`src/rtl/arsl_pkg.sv`:
```
`timescale 1ns / 1ps
package arsl_pkg;

  localparam int TABLE_DEPTH = 1024;
  localparam int IDX_W       = $clog2(TABLE_DEPTH);
  localparam int CNT_W       = $clog2(TABLE_DEPTH + 1);
  localparam int OUT_IDX_W   = 10;
  localparam int WORD_W      = 32;
  localparam int ENTRY_W     = 2 * WORD_W;

  localparam logic [1:0] OP_CLEAR  = 2'd0;
  localparam logic [1:0] OP_ADD    = 2'd1;
  localparam logic [1:0] OP_LOOKUP = 2'd2;

  localparam logic ST_OK   = 1'b0;
  localparam logic ST_FULL = 1'b1;

  // read beat in flight from the entry memory
  typedef struct packed {
    logic             valid;
    logic [IDX_W-1:0] idx;
  } scan_tag_t;

  // low bits of a table index, zero-extended when the table is small
  function automatic logic [OUT_IDX_W-1:0] to_out_idx(input logic [IDX_W-1:0] i);
    logic [IDX_W+OUT_IDX_W-1:0] w;
    w = {{OUT_IDX_W{1'b0}}, i};
    return w[OUT_IDX_W-1:0];
  endfunction

endpackage

```
`src/rtl/arsl_match.sv`:
```
`timescale 1ns / 1ps
module arsl_match (
  input  logic                             clk,
  input  logic                             rst,
  input  logic                             start,
  input  arsl_pkg::scan_tag_t              tag,
  input  logic [arsl_pkg::WORD_W-1:0]      base,
  input  logic [arsl_pkg::WORD_W-1:0]      length,
  input  logic [arsl_pkg::WORD_W-1:0]      probe,
  output logic                             hit_any,
  output logic [arsl_pkg::IDX_W-1:0]       hit_idx
);
  import arsl_pkg::*;

  logic [WORD_W:0] range_end;
  logic            hit;

  // 33-bit end, never wraps
  assign range_end = {1'b0, base} + {1'b0, length};
  assign hit = (length != '0) && (probe >= base) && ({1'b0, probe} < range_end);

  always_ff @(posedge clk) begin
    if (rst || start) begin
      hit_any <= 1'b0;
    end else if (tag.valid && hit) begin
      hit_any <= 1'b1;
    end
  end

  // entries arrive in ascending order, so the latest hit wins
  always_ff @(posedge clk) begin
    if (start) begin
      hit_idx <= '0;
    end else if (tag.valid && hit) begin
      hit_idx <= tag.idx;
    end
  end

endmodule

```
`config.mk`:
```
export PLATFORM = sky130hd
export DESIGN_NAME = arsl_match
export DESIGN_NICKNAME = d
export VERILOG_FILES = /design/src/rtl/arsl_pkg.sv /design/src/rtl/arsl_match.sv
export SDC_FILE = /design/constraint.sdc
export NUM_CORES = 1
export LEC_CHECK = 0
export BUFFER_PORTS_ARGS = -buffer_cell sky130_fd_sc_hd__buf_2
export CELL_PAD_IN_SITES_DETAIL_PLACEMENT = 2
export CELL_PAD_IN_SITES_GLOBAL_PLACEMENT = 2
export CORE_ASPECT_RATIO = 1.2
export CORE_MARGIN = 10
export CORE_UTILIZATION = 31
export DETAILED_ROUTE_END_ITERATION = 7
export HOLD_SLACK_MARGIN = 0.06
export PLACE_DENSITY_LB_ADDON = 0.15
export SYNTH_ARGS = -nofsm -noshare
export SYNTH_HDL_FRONTEND = slang
export SYNTH_SLANG_ARGS = --single-unit
```
`constraint.sdc`:
```
create_clock -name clk -period 13.4 [get_ports clk]
set_input_delay 1.34 -clock clk [delete_from_list [all_inputs] [get_ports clk]]
set_output_delay 1.34 -clock clk [all_outputs]
set_load 0.05 [all_outputs]
```
==> run summary, run 1 <==
Status: complete, no violations
Final hold slack: 0.469 ns
Post-Place Worst Slack: 6.92 ns
Post-synth EDFFs: 0
Fill cells: 1,445
Largest net degree at the start of global routing: 22
Die width: 119 microns
Final nets: 787
Initial DRC count: 69
Vias: 3,915
Number of H-tree levels: 1
GRT Util Overall: 16.8%
Starting Density: 31.5%
Port Buffer Count: 120
CTS Hold Bufs: 0
Clock Tree Root: clkbuf_16
Initial antenna violation count: 0
Synth cell types: 60
Final worst path period share: 46.2%
Final WL: 14,100 microns
Post-DP HPWL: 13,000 microns
Worst path max stage delay: 0.95 ns
Multi-input logic area: 3220 sq um
Mapped Nets: 671
Crit path arrival time: 6.36 ns
Startpoint types: input port
CORE AREA: 11,500 sq um
Syn-to-layout area delta: 22.9%
Setup bufs post-CTS: 0
Fin. Hold Viols: 0
Slew Viols, Final: 0
CTS Buffer Depth: 2
Cell Chain, Critical Path: buf_2, ha_1, fa_1, a211oi_1, o21bai_1, o21ai_1, a31oi_4, a41o_1, a21o_1, a21oi_1, xor2_1, ha_1, a21o_1, a21oi_1, nor2b_1, o221ai_1, o31ai_2, nor2_2, a211oi_2, mux2i_1
Final setup violation count: 0
Mapped Cells: 465
Num rows: 43
Synth Flop Type: dfxtp_1
Worst hold path class: flip-flop to flip-flop
Setup_tns: 0 ns
CTS Buf Count: 3
Final Instance Area: 4460 sq um
Seq. cell area: 220 sq um
Final worst slack: 7.20 ns
Synthesized area: 3630 sq um
Finished Layout Cells: 737
Post-route ant nets: 0
Yosys top cell area share: 32.7%
ANT cells: 0
VDD IR max: 0.0586 mV
Crit end category: flip-flop
Drt wl/cell: 19.1 microns
Synth area leaders: ha_1 33%, dfxtp_1 6.1%, a21o_1 6.0%
Drt drc: 0
Most common cell in the synthesized netlist: ha_1
Synthesis Warnings: 0
PostCTS Resize Cnt: 0
IO Pins: 121
TritonCTS Sinks: 11
# Max-Cap Violations: 0
Critical setup path kind: input port to flip-flop
Clock Latency Late Sink: 0.24 ns
Share of layout cells above drive strength 1: 23.3%
Mapped Avg Cell Area: 7.81 sq um
Setup Skew: 0 ns
Fmax: 0.161 GHz
Critical Path Fanout Max: 11
Reg clk slew, reported paths: 0.04 ns
CTS tree: done
Synth area leader: ha_1
Worst rel slew slack: 21.7%
Die area: 16,500 sq um
Total gr overflow: 0
Area post-placement: 4380 sq um
Crit-path slowest cell: a211oi_2
Pwr dens: 66.7 nW/um^2
First-pass GRT wire length: 23,300 microns
Post-synth ARST share: 0%
Synth Register Bits: 11
Worst path required time: 13.56 ns
Vias in the first global route: 4,568
DR pass1 iterations: 4
Via density: 5.31
Routability Congestion: 0.831
RSZ-0062 raised after global routing: no
Final min period: 6.20 ns
Sequential share of the synthesized area: 6.06%
Static Leak: 2.33 nW
Die Height: 139 microns
Inst Count DP: 733
Worst-margin pin slew: 1.17 ns
Most common library cells after synthesis: 95 x ha_1, 40 x a21oi_1, 38 x inv_1
==> path summary, 6_finish.rpt <==
path,slack [ns],cells past startpoint,endpoint,start
setup / recovery,7.20,20,hit_idx[3],base[0]
hold / removal,0.47,1,hit_any,hit_any
setup reg to reg,12.78,2,hit_idx[5],hit_idx[5]
hold reg to reg,0.47,1,hit_any,hit_any
==> power breakdown <==
group	internal, mW	switching [mW]	leakage [nW]	total, mW
clock network	0.0400	0.0151	0.0382	0.0550
logic	0.0890	0.117	2.20	0.206
registers	0.0355	0.00151	0.0896	0.0370
total	0.164	0.133	2.33	0.298
==> cell type report <==
type                    instances  share of cell area, %
well taps                     157                   4.40
inverters                      38                   3.20
flip-flops and latches         11                   4.93
repair buffers                120                   13.5
clock buffers                   4                   1.77
multi-input cells             407                   72.2
==> per-layer routing <==
metal	track usage [%]	part of all wire [%]	up-vias
met4	1.61	0.29	0
met3	2.08	3.0	3
li1	-	-	1969
met1	19.0	42	1867
met2	33.3	55	76
met5	0	0	-
==> stage by stage <==
| step | total power [mW] | util (%) |
|---|---|---|
| after floorplan | 0.178 | - |
| after global placement | 0.236 | 38.1 |
| after detailed placement | 0.245 | 38.1 |
| after CTS | 0.303 | 38.8 |
| after global routing | 0.331 | 38.8 |
| final | 0.298 | 38.8 |
==> sequential cells by signal, indices dropped and copies added, names as in the netlist <==
signal and cells:
hit_idx 10, hit_any 1
==> worst max-delay path: cells and delay by family <==
family | cells | cell delay (ns)
xor gates and xnor gates | 1 | 0.18
adders and majority gates | 3 | 0.94
and+or+nand+nor | 2 | 0.22
buffers and inverters | 1 | 0.11
muxes | 1 | 0.29
AOI/OAI and AO/OA | 12 | 3.25
==> cell families after synthesis <==
logic type	count (synthesis)	share of synthesized area [%]
and+or+nand+nor	129	18.9
DFF	11	6.06
muxes	11	3.07
buffers and inverters	47	5.17
adders and majority gates	96	33.3
AOI/OAI and AO/OA	145	27.3
xor gates and xnor gates	26	6.27
==> layout by cell type (no fill, tap or decap), types with 3 or more instances in the layout <==
cell type / instances
nand4_1: 19
o211ai_1: 4
nor2b_1: 4
xnor2_1: 15
nand2_1: 27
clkbuf_16: 3
nor4_1: 9
o21ai_0: 12
ha_1: 95
inv_1: 38
mux2i_1: 10
o21ai_1: 16
a21o_1: 29
a21oi_1: 40
xor2_1: 11
o21a_1: 5
o21bai_1: 4
a211oi_1: 8
nand3_1: 3
nor2_1: 22
nand2b_1: 24
or3_1: 4
buf_2: 120
nor3_1: 4
dfxtp_1: 11
No activity file was read; power rests on OpenSTA's default activity.
==> run 2: changes to the inputs <==
CORE_UTILIZATION = 29   (was 31)
clock period = 6.2 ns   (was 13.4 ns; I/O delays follow)
==> run 2 against run 1 <==
  * Flip-flop and latch count stayed put
  * Cell area is 0.28% higher
  * First-iteration DRC count is 1.4% lower
  * Sequential share of layout area hardly changed
  * Global-route usage is 0.98 points lower
  * Die area is 5.8% higher
  * Critical path depth is 1 higher
  * Combinational power is 120% higher
  * Via count is 0.15% lower
  * Hold slack better by 0.0067 ns
  * Utilization is 2.0 points lower
  * Routed wire length is 0.39% higher
  * Highest routed layer unchanged
==> run summary, run 2 (synthesis results as in run 1) <==
CTS Buffer Depth: 2 (unchanged)
Worst path required time: 6.35 ns (-7.21 ns)
Hold path startpoint: hit_idx[9]
Finished Layout Cells: 742 (+0.68%)
Post-DP HPWL: 13,000 microns (+0.39%)
Worst path max stage delay: 0.44 ns (-0.51 ns)
Post-route ant nets: 0 (unchanged)
Fmax: 0.199 GHz
Total gr overflow: 0 (unchanged)
Initial antenna violation count: 0 (unchanged)
Share of layout cells above drive strength 1: 23.4% (+0.13 points)
DR pass1 iterations: 4 (unchanged)
Clock Latency Late Sink: 0.23 ns (about the same)
Initial DRC count: 68 (-1.4%)
Critical Path Fanout Max: 11 (unchanged)
GRT Util Overall: 15.8% (-0.98 points)
Final worst slack: 1.19 ns (-6.02 ns)
Final worst path period share: 80.9%
Num rows: 44 (+2.3%)
Worst-margin pin slew: 0.857 ns (-0.314 ns)
Largest regs: hit_idx: 10 flops, hit_any: 1 flops
Post-layout util: 36.8% (-2.0 points)
Startpoint types: input port
Final nets: 788 (+0.13%)
Final Instance Area: 4480 sq um (+0.28%)
PostCTS Resize Cnt: 0 (unchanged)
Start point of the critical path: base[0]
Crit path arrival time: 5.17 ns (-1.19 ns)
Drt wl/cell: 19.0 microns (-0.29%)
Slew Viols, Final: 0 (unchanged)
IO Pins: 121 (unchanged)
Port Buffer Count: 120 (unchanged)
Final min period: 5.01 ns
Worst r2r src: hit_idx[7]
Inst Count DP: 738 (+0.68%)
Worst hold path class: flip-flop to flip-flop
CP delay by family, top: compound AO/OA/AOI/OAI gates
Fin. Hold Viols: 0 (unchanged)
Setup_tns: 0 ns (unchanged)
Syn-to-layout area delta: 23.2%
Largest net degree at the start of global routing: 22 (unchanged)
Die Height: 143 microns (+2.9%)
Routability Congestion: 0.797 (-4.1%)
Die area: 17,400 sq um (+5.8%)
Pwr dens: 144 nW/um^2 (+120%)
Area post-placement: 4400 sq um (+0.29%)
Final WL: 14,100 microns (+0.39%)
Setup bufs post-CTS: 0 (unchanged)
Number of H-tree levels: 1 (unchanged)
CTS Hold Bufs: 0 (unchanged)
RSZ-0062 raised after global routing: no
Starting Density: 29.9% (-1.7 points)
Vias in the first global route: 4,432 (-3.0%)
Reg clk slew, reported paths: 0.04 ns (about the same)
Die width: 122 microns (+2.8%)
TritonCTS Sinks: 11 (unchanged)
Post-Place Worst Slack: 0.925 ns (-6.00 ns)
Vias: 3,909 (-0.15%)
Clock Tree Root: clkbuf_16
Drt drc: 0 (unchanged)
CTS Buf Count: 3 (unchanged)
Commonest non-fill, non-tap cell in the layout: buf_2
Critical setup path kind: input port to flip-flop
CTS tree: done
Final setup violation count: 0 (unchanged)
ANT cells: 0 (unchanged)
Via density: 5.27 (-0.83%)
Max FFs per register: 10 (unchanged)
# Max-Cap Violations: 0 (unchanged)
Commonest cells after routing, fill and taps aside: 120 x buf_2, 95 x ha_1, 40 x a21oi_1
Status: complete, no violations
VDD IR max: 0.171 mV (+190%)
Buffer and inverter count on the worst path: 2 (+1)
Setup Skew: 0 ns (unchanged)
CORE AREA: 12,200 sq um (+5.7%)
Crit end category: flip-flop
Static Leak: 2.34 nW (+0.22%)
Reg with most FFs: hit_idx
Cell Chain, Critical Path: buf_2, ha_1, fa_1, a211oi_1, o21bai_1, o21ai_1, a31oi_4, a41o_1, a21o_1, a21oi_1, xor2_1, ha_1, a21o_1, a21oi_1, nor2b_1, o221ai_1, o31ai_2, nor2_2, a211oi_2, buf_4, mux2i_1
Worst rel slew slack: 41.4% (+20 points)
Crit-path slowest cell: fa_1
First-pass GRT wire length: 22,600 microns (-3.0%)
run 2: cell count changes in the layout (fill, tap and decap cells not counted):
cell	previous run	this run
buf_4	0	1
run 2: power by group:
part           internal (mW)  switching (mW)  leakage [nW]  total, mW
combinational          0.193           0.252          2.21      0.445
clock                 0.0863          0.0315        0.0382      0.118
sequential            0.0766         0.00298        0.0896     0.0796
run 2: per-stage QoR:
| step | power (mW) | hold WS (ns) |
|---|---|---|
| 2_1_floorplan | 0.386 | 0.693 |
| 3_3_place_gp | 0.515 | 0.449 |
| 3_5_place_dp | 0.531 | 0.468 |
| 4_1_cts | 0.655 | 0.484 |
| 5_1_grt | 0.712 | 0.498 |
| 6_report | 0.642 | 0.476 |
run 2: tightest hold or removal path, stage by stage, from the launching register on:
cell and delay (ns):
dfxtp_1 0.30, nand2b_1 0.06, mux2i_1 0.06
run 2: layout make-up:
class / count / area, sq um
Fill cell: 1488 / 7690
Multi-Input combinational cell: 407 / 3220
Timing Repair Buffer: 121 / 608
Sequential cell: 11 / 220
Tap cell: 161 / 201
Inverter: 38 / 143
Clock buffer: 4 / 78.8
run 2: per-layer routing:
| metal | up-vias | track usage (%) | wire (microns) |
|---|---|---|---|
| met5 | - | 0 | 0 |
| met4 | 0 | 1.68 | 93 |
| met3 | 4 | 2.34 | 575 |
| li1 | 1971 | - | - |
| met1 | 1858 | 17.3 | 5810 |
| met2 | 76 | 31.7 | 7630 |
run 2: final timing paths:
check               end  depth (start not counted)  slack (ns)
max          hit_idx[7]                         21        1.19
min          hit_idx[9]                          2        0.48
max reg2reg  hit_idx[7]                          2        5.55
min reg2reg  hit_idx[9]                          2        0.48
==> run 3: changes to the inputs <==
CORE_UTILIZATION = 26   (was 29)
clock period = 4.6 ns   (was 6.2 ns; I/O delays follow)
==> run 3 against run 2 <==
  * Routed wire length up 16%
  * Sequential power up 36%
  * Largest power group unchanged
  * Via count up 13%
  * Register-to-register slack worse by 1.6 ns
  * Flip-flop and latch count unchanged
  * Highest routed layer unchanged
  * Largest cell class unchanged
  * First-iteration DRC count up 57%
==> run summary, run 3 (synthesis results as in run 1) <==
Die Height: 149 microns (+4.8%)
Worst rel slew slack: 47.2% (+5.9 points)
Largest net degree at the start of global routing: 22 (unchanged)
Port Buffer Count: 120 (unchanged)
Final hold slack: 0.460 ns (-0.0160 ns)
Pwr dens: 188 nW/um^2 (+31%)
DR pass1 iterations: 4 (unchanged)
Via density: 5.09 (-3.4%)
Reg clk slew, reported paths: 0.04 ns (about the same)
CTS Buf Count: 3 (unchanged)
Fin. Hold Viols: 0 (unchanged)
Vias in the first global route: 5,271 (+19%)
Slew Viols, Final: 0 (unchanged)
Fmax: 0.228 GHz
CTS tree: done
First-pass GRT wire length: 26,400 microns (+17%)
CP delay by family, top: compound AO/OA/AOI/OAI gates
CTS Buffer Depth: 2 (unchanged)
Commonest non-fill, non-tap cell in the layout: buf_2
Worst r2r src: hit_idx[4]
Final nets: 901 (+14%)
Worst path required time: 4.77 ns (-1.58 ns)
Commonest cells after routing, fill and taps aside: 120 x buf_2, 112 x buf_4, 91 x ha_1
Starting Density: 26.4% (-3.5 points)
Crit path arrival time: 4.56 ns (-0.61 ns)
Crit-path slowest cell: ha_1
Final min period: 4.39 ns
Number of H-tree levels: 1 (unchanged)
Static Leak: 2.91 nW (+25%)
Crit end category: flip-flop
RSZ-0062 raised after global routing: yes
TritonCTS Sinks: 11 (unchanged)
Worst min-delay path endpoint: hit_any
Clock Latency Late Sink: 0.24 ns (about the same)
Clock Tree Root: clkbuf_16
VDD IR max: 0.170 mV (-0.79%)
IO Pins: 121 (unchanged)
Drt drc: 0 (unchanged)
ANT cells: 0 (unchanged)
Worst hold path class: input port to flip-flop
Die width: 128 microns (+4.7%)
Largest regs: hit_idx: 10 flops, hit_any: 1 flops
R2R Setup Slk: 3.96 ns (-1.59 ns)
Initial antenna violation count: 0 (unchanged)
Setup Skew: 0 ns (unchanged)
Total gr overflow: 0 (unchanged)
Post-route ant nets: 0 (unchanged)
Reg with most FFs: hit_idx
Critical Path Fanout Max: 5 (-6)
Setup_tns: 0 ns (unchanged)
Final worst path period share: 95.5%
Post-DP HPWL: 14,900 microns (+15%)
Critical setup path kind: input port to flip-flop
Hold-critical path depth: 3 (+1)
Vias: 4,402 (+13%)
Cell Chain, Critical Path: buf_2, ha_4, nand4_1, buf_4, nor4_2, o21ai_1, buf_4, a31oi_4, a41o_1, a21o_1, a21oi_2, xor2_1, ha_1, a21o_1, a21oi_2, nor2b_2, o221ai_2, o31ai_2, nor2_2, a211oi_4, clkbuf_16, mux2i_1
Syn-to-layout area delta: 52.0%
Worst-margin pin slew: 0.784 ns (-0.0731 ns)
R2R cell count: 2 (unchanged)
Initial DRC count: 107 (+57%)
Num rows: 47 (+6.8%)
Buffer and inverter count on the worst path: 4 (+2)
Worst path max stage delay: 0.33 ns (-0.11 ns)
Max FFs per register: 10 (unchanged)
Final setup violation count: 0 (unchanged)
Routability Congestion: 0.812 (+1.9%)
GRT Util Overall: 16.5% (+0.70 points)
Final WL: 16,400 microns (+16%)
Critical path depth in cells: 22 (+4.8%)
Drt wl/cell: 19.0 microns (-0.18%)
Reg2reg end: hit_idx[4]
Status: complete, no violations
Hold path startpoint: rst
Die area: 19,100 sq um (+9.7%)
CORE AREA: 13,800 sq um (+13%)
Startpoint types: input port
Fill cells: 1,610 (+8.2%)
# Max-Cap Violations: 0 (unchanged)
Share of layout cells above drive strength 1: 39.0% (+16 points)
[run 3: cell count changes in the layout (fill, tap and decap cells not counted), sizes merged]
| cell | previous run | this run |
|---|---|---|
| clkbuf | 4 | 5 |
| buf | 121 | 233 |
[run 3: layer usage]
| metal | vias to the layer above | track usage [%] | wire length [microns] |
|---|---|---|---|
| li1 | 2191 | - | - |
| met1 | 2110 | 18.0 | 6480 |
| met2 | 87 | 32.1 | 8950 |
| met3 | 14 | 3.18 | 726 |
| met4 | 0 | 3.16 | 267 |
| met5 | - | 0 | 0 |
[run 3: worst reg2reg max path: cells and delay by family, from the launching register on]
kind          cells  cell delay [ns]
flops             1             0.34
mux               1             0.14
simple gates      1             0.09
[run 3: what timing repair did]
item,in CTS,in global routing
setup endpoints to repair,11,11
pin swaps,1,9
gates resized for setup,1,26
endpoints found under the hold margin,0,0
gates cloned,0,1
hold buffers,0,0
setup buffers,1,3
[run 3: layout make-up]
type	count	area (sq um)	area share (%)
Multi-Input combinational cell	407	3380	61.2
Timing Repair Buffer	234	1490	26.9
Sequential cell	11	220	3.99
Tap cell	171	214	3.87
Inverter	38	143	2.58
Clock buffer	4	78.8	1.43
[run 3: how the worst max path moves through the flow]
stage | from | end | slack, ns
2_1_floorplan | base[0] | hit_idx[0] | 0.29
3_3_place_gp | length[9] | hit_idx[8] | -0.56
3_5_place_dp | base[0] | hit_idx[7] | -0.71
4_1_cts | length[9] | hit_any | 0.1
5_1_grt | base[0] | hit_idx[6] | -0.02
6_report | length[9] | hit_idx[6] | 0.21
[run 3: through the flow]
| stage | utilization [%] | cells | total power [mW] | setup slack (ns) | instance area (sq um) |
|---|---|---|---|---|---|
| 2_1_floorplan | - | 465 | 0.520 | 0.286 | 3630 |
| 3_3_place_gp | 37.9 | 856 | 0.796 | -0.559 | 5220 |
| 3_5_place_dp | 37.9 | 856 | 0.841 | -0.713 | 5220 |
| 4_1_cts | 38.7 | 861 | 1.01 | 0.0959 | 5330 |
| 5_1_grt | 40.1 | 865 | 1.14 | -0.0197 | 5520 |
| 6_report | 40.1 | 865 | 1.04 | 0.208 | 5520 |
[run 3: report_power, final]
group	switching [mW]	total (mW)	leakage (nW)	internal, mW
Clock	0.0426	0.159	0.0382	0.116
Combinational	0.396	0.774	2.79	0.378
Sequential	0.00433	0.108	0.0896	0.103
